### config.mk
export PLATFORM = sky130hd
export DESIGN_NAME = evaluation_stack_alu
export DESIGN_NICKNAME = d
export VERILOG_FILES = /design/src/hdl/esa_pkg.sv /design/src/hdl/esa_ctrl.sv /design/src/hdl/esa_dp.sv /design/src/hdl/evaluation_stack_alu.sv
export SDC_FILE = /design/constraint.sdc
export NUM_CORES = 2
export LEC_CHECK = 0
export BUFFER_PORTS_ARGS = -buffer_cell sky130_fd_sc_hd__buf_2
export CORE_MARGIN = 2
export CORE_UTILIZATION = 60
export DETAILED_ROUTE_END_ITERATION = 12
export MAX_ROUTING_LAYER = met4
export PLACE_DENSITY = 0.77
export SLEW_MARGIN = 20
export SYNTH_ARGS = -nofsm -noshare
export SYNTH_HDL_FRONTEND = slang
export SYNTH_SLANG_ARGS = --single-unit
export TNS_END_PERCENT = 5
### constraint.sdc
create_clock -name clk -period 6.3 [get_ports clk]
set_clock_uncertainty 0.1 [all_clocks]
set_input_delay 1.575 -clock clk [delete_from_list [all_inputs] [get_ports clk]]
set_output_delay 1.575 -clock clk [all_outputs]
set_load 0.01 [all_outputs]
### src/hdl/esa_pkg.sv
// ============================================================================
// esa_pkg: shared types and constants of the evaluation stack ALU
// Word widths, operation and status codes, controller states, and the
// command and status groups that join the controller and the datapath.
// ============================================================================
`default_nettype none

package esa_pkg;

    localparam int WORD_W          = 32;
    localparam int OP_W            = 3;
    localparam int STAT_W          = 2;
    localparam int HELD_W          = 5;
    localparam int STEP_W          = $clog2(WORD_W);
    localparam int STACK_DEPTH_DEF = 16;

    typedef enum logic [OP_W-1:0] {
        OP_PUSH = 3'd0,
        OP_POP  = 3'd1,
        OP_DEC  = 3'd2,
        OP_ADD  = 3'd3,
        OP_SUB  = 3'd4,
        OP_MPY  = 3'd5,
        OP_DIV  = 3'd6
    } op_t;

    typedef enum logic [STAT_W-1:0] {
        ST_OK      = 2'd0,
        ST_FEW     = 2'd1,
        ST_FULL    = 2'd2,
        ST_DIVZERO = 2'd3
    } stat_t;

    typedef enum logic [2:0] {
        S_IDLE,
        S_DECODE,
        S_READ_Y,
        S_READ_X,
        S_EXEC,
        S_WRITE,
        S_FINISH
    } state_t;

    // stack address relative to the fill count
    typedef enum logic [1:0] {
        ADR_FREE,
        ADR_TOP,
        ADR_SECOND
    } adr_sel_t;

    typedef enum logic [1:0] {
        RES_ZERO,
        RES_PUSH,
        RES_RDATA,
        RES_ALU
    } res_src_t;

    typedef enum logic [1:0] {
        WD_PUSH,
        WD_DEC,
        WD_ALU
    } wd_sel_t;

    typedef struct packed {
        logic     latch_req;
        logic     rd_en;
        adr_sel_t rd_sel;
        logic     mem_wr;
        adr_sel_t wr_sel;
        wd_sel_t  wd_sel;
        logic     cnt_inc;
        logic     cnt_dec;
        logic     load_y;
        logic     load_x;
        logic     alu_start;
        logic     set_res;
        res_src_t res_src;
        stat_t    res_stat;
        logic     load_out;
    } cmd_t;

    typedef struct packed {
        op_t  op;
        logic empty;
        logic few;
        logic full;
        logic y_zero;
        logic alu_last;
    } sts_t;

endpackage

`default_nettype wire

### src/hdl/esa_ctrl.sv
// ============================================================================
// esa_ctrl: request sequencer of the evaluation stack ALU
// Walks each request through decode, operand reads, the iterative unit and
// write-back, and drives the input and output handshakes.
// ============================================================================
`default_nettype none

module esa_ctrl (
    input  wire logic          clk,
    input  wire logic          rst_n,
    input  wire logic          in_valid,
    output logic               in_stall,
    output logic               out_valid,
    input  wire logic          out_stall,
    input  wire esa_pkg::sts_t sts,
    output esa_pkg::cmd_t      cmd
);

    esa_pkg::state_t state_reg;
    esa_pkg::state_t state_next;
    logic            out_valid_reg;
    logic            out_valid_next;

    always_ff @(posedge clk or negedge rst_n)
    begin
        if (!rst_n)
        begin
            state_reg     <= esa_pkg::S_IDLE;
            out_valid_reg <= 1'b0;
        end
        else
        begin
            state_reg     <= state_next;
            out_valid_reg <= out_valid_next;
        end
    end

    always_comb
    begin
        state_next = state_reg;
        cmd        = '0;
        in_stall   = 1'b1;

        unique case (state_reg)
            esa_pkg::S_IDLE:
            begin
                in_stall = 1'b0;
                if (in_valid)
                begin
                    cmd.latch_req = 1'b1;
                    state_next    = esa_pkg::S_DECODE;
                end
            end

            esa_pkg::S_DECODE:
            begin
                unique case (sts.op) inside
                    esa_pkg::OP_PUSH:
                    begin
                        cmd.set_res = 1'b1;
                        if (sts.full)
                        begin
                            cmd.res_src  = esa_pkg::RES_ZERO;
                            cmd.res_stat = esa_pkg::ST_FULL;
                        end
                        else
                        begin
                            cmd.mem_wr   = 1'b1;
                            cmd.wr_sel   = esa_pkg::ADR_FREE;
                            cmd.wd_sel   = esa_pkg::WD_PUSH;
                            cmd.cnt_inc  = 1'b1;
                            cmd.res_src  = esa_pkg::RES_PUSH;
                            cmd.res_stat = esa_pkg::ST_OK;
                        end
                        state_next = esa_pkg::S_FINISH;
                    end
                    esa_pkg::OP_POP, esa_pkg::OP_DEC:
                    begin
                        if (sts.empty)
                        begin
                            cmd.set_res  = 1'b1;
                            cmd.res_src  = esa_pkg::RES_ZERO;
                            cmd.res_stat = esa_pkg::ST_FEW;
                            state_next   = esa_pkg::S_FINISH;
                        end
                        else
                        begin
                            cmd.rd_en  = 1'b1;
                            cmd.rd_sel = esa_pkg::ADR_TOP;
                            state_next = esa_pkg::S_READ_Y;
                        end
                    end
                    esa_pkg::OP_ADD, esa_pkg::OP_SUB, esa_pkg::OP_MPY, esa_pkg::OP_DIV:
                    begin
                        if (sts.few)
                        begin
                            cmd.set_res  = 1'b1;
                            cmd.res_src  = esa_pkg::RES_ZERO;
                            cmd.res_stat = esa_pkg::ST_FEW;
                            state_next   = esa_pkg::S_FINISH;
                        end
                        else
                        begin
                            cmd.rd_en  = 1'b1;
                            cmd.rd_sel = esa_pkg::ADR_TOP;
                            state_next = esa_pkg::S_READ_Y;
                        end
                    end
                    default:
                    begin
                        // unused code: no operation
                        cmd.set_res  = 1'b1;
                        cmd.res_src  = esa_pkg::RES_ZERO;
                        cmd.res_stat = esa_pkg::ST_OK;
                        state_next   = esa_pkg::S_FINISH;
                    end
                endcase
            end

            esa_pkg::S_READ_Y:
            begin
                cmd.load_y = 1'b1;
                unique case (sts.op) inside
                    esa_pkg::OP_POP:
                    begin
                        cmd.cnt_dec  = 1'b1;
                        cmd.set_res  = 1'b1;
                        cmd.res_src  = esa_pkg::RES_RDATA;
                        cmd.res_stat = esa_pkg::ST_OK;
                        state_next   = esa_pkg::S_FINISH;
                    end
                    esa_pkg::OP_DEC:
                    begin
                        cmd.mem_wr   = 1'b1;
                        cmd.wr_sel   = esa_pkg::ADR_TOP;
                        cmd.wd_sel   = esa_pkg::WD_DEC;
                        cmd.set_res  = 1'b1;
                        cmd.res_src  = esa_pkg::RES_RDATA;
                        cmd.res_stat = esa_pkg::ST_OK;
                        state_next   = esa_pkg::S_FINISH;
                    end
                    default:
                    begin
                        cmd.rd_en  = 1'b1;
                        cmd.rd_sel = esa_pkg::ADR_SECOND;
                        state_next = esa_pkg::S_READ_X;
                    end
                endcase
            end

            esa_pkg::S_READ_X:
            begin
                cmd.load_x = 1'b1;
                unique case (sts.op) inside
                    esa_pkg::OP_DIV:
                    begin
                        if (sts.y_zero)
                        begin
                            cmd.set_res  = 1'b1;
                            cmd.res_src  = esa_pkg::RES_ZERO;
                            cmd.res_stat = esa_pkg::ST_DIVZERO;
                            state_next   = esa_pkg::S_FINISH;
                        end
                        else
                        begin
                            cmd.alu_start = 1'b1;
                            state_next    = esa_pkg::S_EXEC;
                        end
                    end
                    esa_pkg::OP_MPY:
                    begin
                        cmd.alu_start = 1'b1;
                        state_next    = esa_pkg::S_EXEC;
                    end
                    default:
                    begin
                        state_next = esa_pkg::S_WRITE;
                    end
                endcase
            end

            esa_pkg::S_EXEC:
            begin
                if (sts.alu_last)
                begin
                    state_next = esa_pkg::S_WRITE;
                end
            end

            esa_pkg::S_WRITE:
            begin
                cmd.mem_wr   = 1'b1;
                cmd.wr_sel   = esa_pkg::ADR_SECOND;
                cmd.wd_sel   = esa_pkg::WD_ALU;
                cmd.cnt_dec  = 1'b1;
                cmd.set_res  = 1'b1;
                cmd.res_src  = esa_pkg::RES_ALU;
                cmd.res_stat = esa_pkg::ST_OK;
                state_next   = esa_pkg::S_FINISH;
            end

            esa_pkg::S_FINISH:
            begin
                // hand over once the output register is empty or being taken
                if (!out_valid_reg || !out_stall)
                begin
                    cmd.load_out = 1'b1;
                    state_next   = esa_pkg::S_IDLE;
                end
            end

            default:
            begin
                state_next = esa_pkg::S_IDLE;
            end
        endcase
    end

    always_comb
    begin
        if (cmd.load_out)
        begin
            out_valid_next = 1'b1;
        end
        else if (out_valid_reg && !out_stall)
        begin
            out_valid_next = 1'b0;
        end
        else
        begin
            out_valid_next = out_valid_reg;
        end
    end

    assign out_valid = out_valid_reg;

endmodule

`default_nettype wire

### src/hdl/esa_dp.sv
// ============================================================================
// esa_dp: datapath of the evaluation stack ALU
// Stack memory and fill count, operand registers, a shared shift-add
// multiplier and restoring divider, and the output word register.
// ============================================================================
`default_nettype none

module esa_dp #(
    parameter int STACK_DEPTH = esa_pkg::STACK_DEPTH_DEF
) (
    input  wire logic                                clk,
    input  wire logic                                rst_n,
    input  wire esa_pkg::cmd_t                       cmd,
    output esa_pkg::sts_t                            sts,
    input  wire logic        [esa_pkg::OP_W-1:0]     req_type,
    input  wire logic signed [esa_pkg::WORD_W-1:0]   push_value,
    output logic signed      [esa_pkg::WORD_W-1:0]   result_value,
    output logic             [esa_pkg::STAT_W-1:0]   status,
    output logic             [esa_pkg::HELD_W-1:0]   entries_held
);

    localparam int W      = esa_pkg::WORD_W;
    localparam int CNT_W  = $clog2(STACK_DEPTH + 1);
    localparam int ADDR_W = $clog2(STACK_DEPTH);

    logic [W-1:0]           mem [STACK_DEPTH];

    esa_pkg::op_t           op_reg;
    logic [W-1:0]           pv_reg;
    logic [CNT_W-1:0]       cnt_reg;
    logic [W-1:0]           rdata_reg;
    logic [W-1:0]           y_reg;
    logic [W-1:0]           x_reg;
    logic [W-1:0]           a_reg;
    logic [W-1:0]           b_reg;
    logic [W-1:0]           m_reg;
    logic                   neg_reg;
    logic                   busy_reg;
    logic [esa_pkg::STEP_W-1:0] step_reg;
    logic [W-1:0]           res_reg;
    esa_pkg::stat_t         stat_reg;
    logic [W-1:0]           out_res_reg;
    esa_pkg::stat_t         out_stat_reg;
    logic [esa_pkg::HELD_W-1:0] out_held_reg;

    logic [ADDR_W-1:0]      adr_free;
    logic [ADDR_W-1:0]      adr_top;
    logic [ADDR_W-1:0]      adr_second;
    logic [ADDR_W-1:0]      rd_addr;
    logic [ADDR_W-1:0]      wr_addr;
    logic [W-1:0]           wr_data;
    logic [W-1:0]           alu_res;
    logic [W-1:0]           res_val;
    logic [W:0]             div_trial;
    logic                   div_ge;
    logic                   is_div;

    assign adr_free   = ADDR_W'(cnt_reg);
    assign adr_top    = ADDR_W'(cnt_reg - CNT_W'(1));
    assign adr_second = ADDR_W'(cnt_reg - CNT_W'(2));
    assign is_div     = (op_reg == esa_pkg::OP_DIV);

    always_comb
    begin
        case (cmd.rd_sel)
            esa_pkg::ADR_SECOND: rd_addr = adr_second;
            default:             rd_addr = adr_top;
        endcase
        case (cmd.wr_sel)
            esa_pkg::ADR_FREE:   wr_addr = adr_free;
            esa_pkg::ADR_SECOND: wr_addr = adr_second;
            default:             wr_addr = adr_top;
        endcase
        case (cmd.wd_sel)
            esa_pkg::WD_PUSH: wr_data = pv_reg;
            esa_pkg::WD_DEC:  wr_data = rdata_reg - W'(1);
            default:          wr_data = alu_res;
        endcase
    end

    // stack memory: one write port, one registered read port
    always_ff @(posedge clk)
    begin
        if (cmd.mem_wr)
        begin
            mem[wr_addr] <= wr_data;
        end
    end

    always_ff @(posedge clk)
    begin
        if (cmd.rd_en)
        begin
            rdata_reg <= mem[rd_addr];
        end
    end

    always_ff @(posedge clk or negedge rst_n)
    begin
        if (!rst_n)
        begin
            cnt_reg <= '0;
        end
        else if (cmd.cnt_inc)
        begin
            cnt_reg <= cnt_reg + CNT_W'(1);
        end
        else if (cmd.cnt_dec)
        begin
            cnt_reg <= cnt_reg - CNT_W'(1);
        end
    end

    // request and operand capture
    always_ff @(posedge clk)
    begin
        if (cmd.latch_req)
        begin
            op_reg <= esa_pkg::op_t'(req_type);
            pv_reg <= push_value;
        end
        if (cmd.load_y)
        begin
            y_reg <= rdata_reg;
        end
        if (cmd.load_x)
        begin
            x_reg <= rdata_reg;
        end
    end

    // one restoring division step: shift in the next dividend bit, try subtract
    assign div_trial = {a_reg, b_reg[W-1]};
    assign div_ge    = (div_trial >= {1'b0, m_reg});

    always_ff @(posedge clk or negedge rst_n)
    begin
        if (!rst_n)
        begin
            busy_reg <= 1'b0;
            step_reg <= '0;
        end
        else if (cmd.alu_start)
        begin
            busy_reg <= 1'b1;
            step_reg <= '0;
        end
        else if (busy_reg)
        begin
            step_reg <= step_reg + esa_pkg::STEP_W'(1);
            if (sts.alu_last)
            begin
                busy_reg <= 1'b0;
            end
        end
    end

    always_ff @(posedge clk)
    begin
        if (cmd.alu_start)
        begin
            a_reg <= '0;
            if (is_div)
            begin
                // divide magnitudes, fix the sign at the end
                b_reg   <= rdata_reg[W-1] ? (W'(0) - rdata_reg) : rdata_reg;
                m_reg   <= y_reg[W-1] ? (W'(0) - y_reg) : y_reg;
                neg_reg <= rdata_reg[W-1] ^ y_reg[W-1];
            end
            else
            begin
                b_reg   <= y_reg;
                m_reg   <= rdata_reg;
                neg_reg <= 1'b0;
            end
        end
        else if (busy_reg)
        begin
            if (is_div)
            begin
                a_reg <= div_ge ? W'(div_trial - {1'b0, m_reg}) : W'(div_trial);
                b_reg <= {b_reg[W-2:0], div_ge};
            end
            else
            begin
                a_reg <= a_reg + (b_reg[0] ? m_reg : W'(0));
                b_reg <= {1'b0, b_reg[W-1:1]};
                m_reg <= {m_reg[W-2:0], 1'b0};
            end
        end
    end

    always_comb
    begin
        case (op_reg)
            esa_pkg::OP_ADD: alu_res = x_reg + y_reg;
            esa_pkg::OP_SUB: alu_res = x_reg - y_reg;
            esa_pkg::OP_MPY: alu_res = a_reg;
            esa_pkg::OP_DIV: alu_res = neg_reg ? (W'(0) - b_reg) : b_reg;
            default:         alu_res = '0;
        endcase
        case (cmd.res_src)
            esa_pkg::RES_PUSH:  res_val = pv_reg;
            esa_pkg::RES_RDATA: res_val = rdata_reg;
            esa_pkg::RES_ALU:   res_val = alu_res;
            default:            res_val = '0;
        endcase
    end

    always_ff @(posedge clk)
    begin
        if (cmd.set_res)
        begin
            res_reg  <= res_val;
            stat_reg <= cmd.res_stat;
        end
        if (cmd.load_out)
        begin
            out_res_reg  <= res_reg;
            out_stat_reg <= stat_reg;
            out_held_reg <= esa_pkg::HELD_W'(cnt_reg);
        end
    end

    assign sts.op       = op_reg;
    assign sts.empty    = (cnt_reg == '0);
    assign sts.few      = (cnt_reg < CNT_W'(2));
    assign sts.full     = (cnt_reg >= CNT_W'(STACK_DEPTH));
    assign sts.y_zero   = (y_reg == '0);
    assign sts.alu_last = busy_reg && (step_reg == esa_pkg::STEP_W'(W - 1));

    assign result_value = out_res_reg;
    assign status       = out_stat_reg;
    assign entries_held = out_held_reg;

endmodule

`default_nettype wire

### src/hdl/evaluation_stack_alu.sv
// ============================================================================
// evaluation_stack_alu: bounded evaluation stack with an integer ALU
// Push, pop, decrement and the four arithmetic operations on a stack of
// signed 32-bit words, one result word for every request word.
// ============================================================================
// The block takes one request word at a time and returns exactly one result
// word for it. Push, and any request turned away at decode (empty stack, too
// few operands, full stack, unused code), go from decode straight to the
// result word; pop and dec first read the top entry; add and sub read both
// operands and write back; a zero divisor is caught once both are read; and
// mpy and div run one bit per cycle through a shared shift-add /
// restoring-divide unit before the write-back. Every operand comes from the
// single registered read port of the stack memory, so the top and the entry
// below it are fetched one after the other. The next request is taken in the
// cycle right after the result word is loaded. in_stall stays high from the
// cycle after an accept until the result word sits in the output register;
// that register holds the word while out_stall is high, and a new request is
// taken meanwhile. Requests that cannot be carried out (empty stack, too few
// operands, full stack, zero divisor) leave the stack alone and report the
// reason in status with result_value zero. entries_held gives the fill count
// after the request, modulo 32. Stack entries hold no reset value; only
// entries below the fill count are ever read.
// ============================================================================
`default_nettype none

module evaluation_stack_alu #(
    parameter int STACK_DEPTH = esa_pkg::STACK_DEPTH_DEF
) (
    input  wire logic                              clk,
    input  wire logic                              rst_n,
    input  wire logic                              in_valid,
    output logic                                   in_stall,
    input  wire logic        [esa_pkg::OP_W-1:0]   req_type,
    input  wire logic signed [esa_pkg::WORD_W-1:0] push_value,
    output logic                                   out_valid,
    input  wire logic                              out_stall,
    output logic signed      [esa_pkg::WORD_W-1:0] result_value,
    output logic             [esa_pkg::STAT_W-1:0] status,
    output logic             [esa_pkg::HELD_W-1:0] entries_held
);

    // command group from the sequencer, condition group back from the datapath
    esa_pkg::cmd_t cmd;
    esa_pkg::sts_t sts;

    // sequencer: owns both handshakes and steps each request word
    esa_ctrl u_ctrl (
        .clk       (clk),
        .rst_n     (rst_n),
        .in_valid  (in_valid),
        .in_stall  (in_stall),
        .out_valid (out_valid),
        .out_stall (out_stall),
        .sts       (sts),
        .cmd       (cmd)
    );

    // datapath: stack memory, count, iterative unit and the result word
    esa_dp #(
        .STACK_DEPTH (STACK_DEPTH)
    ) u_dp (
        .clk          (clk),
        .rst_n        (rst_n),
        .cmd          (cmd),
        .sts          (sts),
        .req_type     (req_type),
        .push_value   (push_value),
        .result_value (result_value),
        .status       (status),
        .entries_held (entries_held)
    );

endmodule

`default_nettype wire

==> results.py <==
metrics = {
    "power": {
        "p_total_mw": 24.7,
        "switching_share_pct": 39.8,
        "ir_drop_v": 0.000568,
        "p_leak_nw": 16.1,
        "combPwrFrac_pct": 44.1,
        "p_clk_share_pct": 21.1,
        "power_switching_mw": 9.83,
        "power_density_mw_per_mm2": 533,
        "p_int_mw": 14.9,
        "pwr-share-seq_pct": 34.8,
    },
    "worst_setup_path": {
        "cp_max_fo": 16,
        "cp_data_arrival_time_ns": 5.84,
        "critPathLaunchType": "register",
        "critPathCaptureType": "register",
        "worstRegToRegCells": 14,
        "crit_end": "u_dp.mem[2][23]$_DFFE_PP_",
        "cp_data_required_time_ns": 6.46,
        "r2r_end": "u_dp.mem[2][23]$_DFFE_PP_",
        "startpoint": "u_dp.op_reg[0]$_DFFE_PP_",
        "rrSetupSlack_ns": 0.61,
        "criticalPathCategory": "reg2reg",
        "rr_startpoint": "u_dp.op_reg[0]$_DFFE_PP_",
    },
    "placed_design": {
        "dp_cells": 4097,
        "gp_congestion": 0.978,
        "place_area_mm2": 0.0434,
        "dp_hpwl_um": 81100,
        "dp_slack_ns": 0.711,
        "io_buffers": 79,
    },
    "die": {
        "start_util_pct": 60.9,
        "ios": 80,
        "die_area_mm2": 0.0719,
        "die_h_um": 268,
        "dieWidth_um": 268,
        "num_rows": 96,
        "coreArea_mm2": 0.0688,
    },
    "final_layout": {
        "area_growth_pct": 10.6,
        "fin_area_mm2": 0.0463,
        "seqCellArea_mm2": 0.0245,
        "drive_above_1_share_pct": 15.3,
        "stdcell_count": 4263,
        "largest_register_ffs": 512,
        "final_cell_mix": "edfxtp_1 (781), nand2_1 (235), nor2_1 (184), o21ai_0 (178), a21oi_1 (171)",
        "finish.utilization_pct": 67.3,
        "top_register": "u_dp.mem",
        "final_common_cell": "edfxtp_1",
        "nets": 3402,
        "multi_input_area_mm2": 0.0165,
        "nFillCells": 4677,
    },
    "sta": {
        "period_needed_ns": 5.69,
        "rsz0062_at_grt": "no",
        "slew_violations": 0,
        "finalSetupViolCount": 0,
        "slew_headroom_pct": 23.3,
        "fmax_mhz": 176,
        "setup_ws_ns": 0.611,
        "tns_ns": 0,
        "whs_ns": 0.316,
        "hold_viol_final": 0,
        "fin_crit_sh_pct": 90.3,
        "worst_pin_slew_ns": 1.15,
    },
    "min_path": {
        "hold_path_class": "reg2reg",
    },
    "yosys": {
        "ys_warn_count": 0,
        "yosysUniqueCellTypes": 94,
        "postSynthAreaPerCell_um2": 13.0,
        "netlist_instances": 3222,
        "synthesis.nets": 3369,
        "netlist_area_mm2": 0.0419,
        "ys_ff_latch": 828,
        "synth_edf_count": 781,
        "ys_seq_area_share_pct": 58.4,
        "synth-main-ff-cell": "edfxtp_1",
        "synthArstFlopShare_pct": 1.81,
    },
    "global_route": {
        "grt_first_pass_wirelength_um": 188000,
        "antenna_found_initial": 4,
        "first_global_vias": 28600,
        "grt_max_degree": 129,
        "overflow": 0,
        "grt_use_total_pct": 36.9,
    },
    "clocking": {
        "numCtsBuffers": 87,
        "cts_resized": 0,
        "clk_pin_slew_worst_paths_ns": 0.07,
        "cts_buffer_depth": 3,
        "clockRootBuffer": "clkbuf_16",
        "htree_levels": 3,
        "ctsHoldBuffers": 0,
        "cts_tree": "yes",
        "numClockSinks": 828,
        "clock_latency_ns": 0.67,
        "post_cts_buffers": 0,
    },
    "route": {
        "firstDrtPassIters": 6,
        "wl_um": 128000,
        "drt-wirelength-per-cell_um": 30.0,
        "drc": 0,
        "ant_nets": 0,
        "drt_iter0_drc": 4365,
        "routed-via-count": 29500,
        "avgViaCountPerCell": 6.93,
    },
    "outcome": {
        "status": "finished clean",
    },
    "job": {
        "maxCapViolCount": 0,
    },
}
[synth_stat cells (12+ instances only)]
| master | instances | share of area (%) |
|---|---|---|
| and2_1 | 13 | 0.19 |
| a221oi_1 | 12 | 0.25 |
| nor2b_1 | 49 | 0.73 |
| edfxtp_1 | 781 | 56 |
| nand3_1 | 45 | 0.54 |
| mux2i_1 | 53 | 1.3 |
| buf_2 | 31 | 0.37 |
| nor3_1 | 48 | 0.57 |
| inv_1 | 83 | 0.74 |
| or4_1 | 16 | 0.29 |
| a211oi_1 | 62 | 1.1 |
| o211ai_1 | 49 | 0.88 |
| xnor2_1 | 90 | 1.9 |
| dfrtp_1 | 15 | 0.90 |
| or3_1 | 24 | 0.36 |
| a211o_1 | 12 | 0.25 |
| and3_1 | 23 | 0.34 |
| dfxtp_1 | 32 | 1.5 |
| o31ai_1 | 32 | 0.57 |
| o22ai_1 | 31 | 0.46 |
| ha_1 | 105 | 3.1 |
| buf_1 | 16 | 0.14 |
| o21ai_0 | 178 | 2.1 |
| nand4_1 | 21 | 0.31 |
| clkbuf_1 | 155 | 1.4 |
| a31oi_1 | 24 | 0.36 |
| nor2_1 | 203 | 1.8 |
| a21o_1 | 49 | 0.88 |
| xor2_1 | 132 | 2.8 |
| o21a_1 | 15 | 0.27 |
| mux4_2 | 148 | 8.0 |
| a22oi_1 | 29 | 0.52 |
| a21oi_1 | 182 | 2.2 |
| nand2_1 | 236 | 2.1 |
| nand2b_1 | 29 | 0.43 |
[how the worst min path moves through the flow]
stage / startpoint / endpoint / slack, ns / cells after the start
5_1_grt: u_dp.res_reg[11]$_DFFE_PP_ / u_dp.result_value[11]$_DFFE_PP_ / 0.33 / 0
3_5_place_dp: u_dp.res_reg[27]$_DFFE_PP_ / u_dp.result_value[27]$_DFFE_PP_ / 0.31 / 0
2_1_floorplan: u_dp.res_reg[0]$_DFFE_PP_ / u_dp.result_value[0]$_DFFE_PP_ / 0.30 / 0
3_3_place_gp: u_dp.res_reg[17]$_DFFE_PP_ / u_dp.result_value[17]$_DFFE_PP_ / 0.30 / 0
4_1_cts: u_dp.res_reg[27]$_DFFE_PP_ / u_dp.result_value[27]$_DFFE_PP_ / 0.32 / 0
6_report: u_dp.res_reg[15]$_DFFE_PP_ / u_dp.result_value[15]$_DFFE_PP_ / 0.32 / 0
[power by group through the flow]
stage                     clock, mW  sequential [mW]  combinational (mW)
after floorplan                   0             8.19                7.75
after global placement            0             8.58                10.3
after detailed placement          0             8.63                10.5
after CTS                      5.24             8.55                10.8
after global routing           5.41             8.64                11.7
final                          5.21             8.58                10.9
[cells by family (layout without fill, tap and decap cells)]
| group | after synthesis | after routing | synth area share [%] |
|---|---|---|---|
| flip-flops | 828 | 828 | 58.4 |
| other | 0 | 4 | 0 |
| AO/OA/AOI/OAI | 807 | 807 | 12.7 |
| multiplexers | 203 | 203 | 9.28 |
| buffers and inverters | 293 | 399 | 2.82 |
| XOR/XNOR | 222 | 222 | 4.64 |
| adder cells (fa/ha/maj) | 108 | 108 | 3.28 |
| AND/OR/NAND/NOR | 761 | 761 | 8.83 |
[cell type report]
type	instances	share of cell area, %
Clock buffer	109	4.92
Sequential cell	828	52.8
Multi-Input combinational cell	2101	35.6
Inverter	84	0.684
Tap cell	931	2.52
Antenna cell	4	0.0216
Clock inverter	53	1.22
Timing Repair Buffer	153	2.16
[critical path, cell delays in order, from the launching register on]
cell	delay, ns
edfxtp_1	0.39
nor2b_1	0.48
nand2b_1	0.63
o31ai_1	0.28
xor2_1	0.13
ha_1	0.36
nand2_1	0.07
o21ai_0	0.55
a21oi_1	0.17
a211o_1	0.43
a211oi_1	0.25
a211o_1	0.23
xor2_1	0.16
a221oi_1	0.14
a21oi_1	0.90
[routing by layer]
metal  share of wire (%)  GRT usage (%)  routed length, um  vias up
met1                  38           49.8              48800    14800
li1                    -              -                  -    12600
met3                  10           5.20              12700      303
met4                 3.8           14.1               4840        0
met5                   0              -                  0        -
met2                  48           57.4              61300     1921
Power figures use the tool's default switching activity.
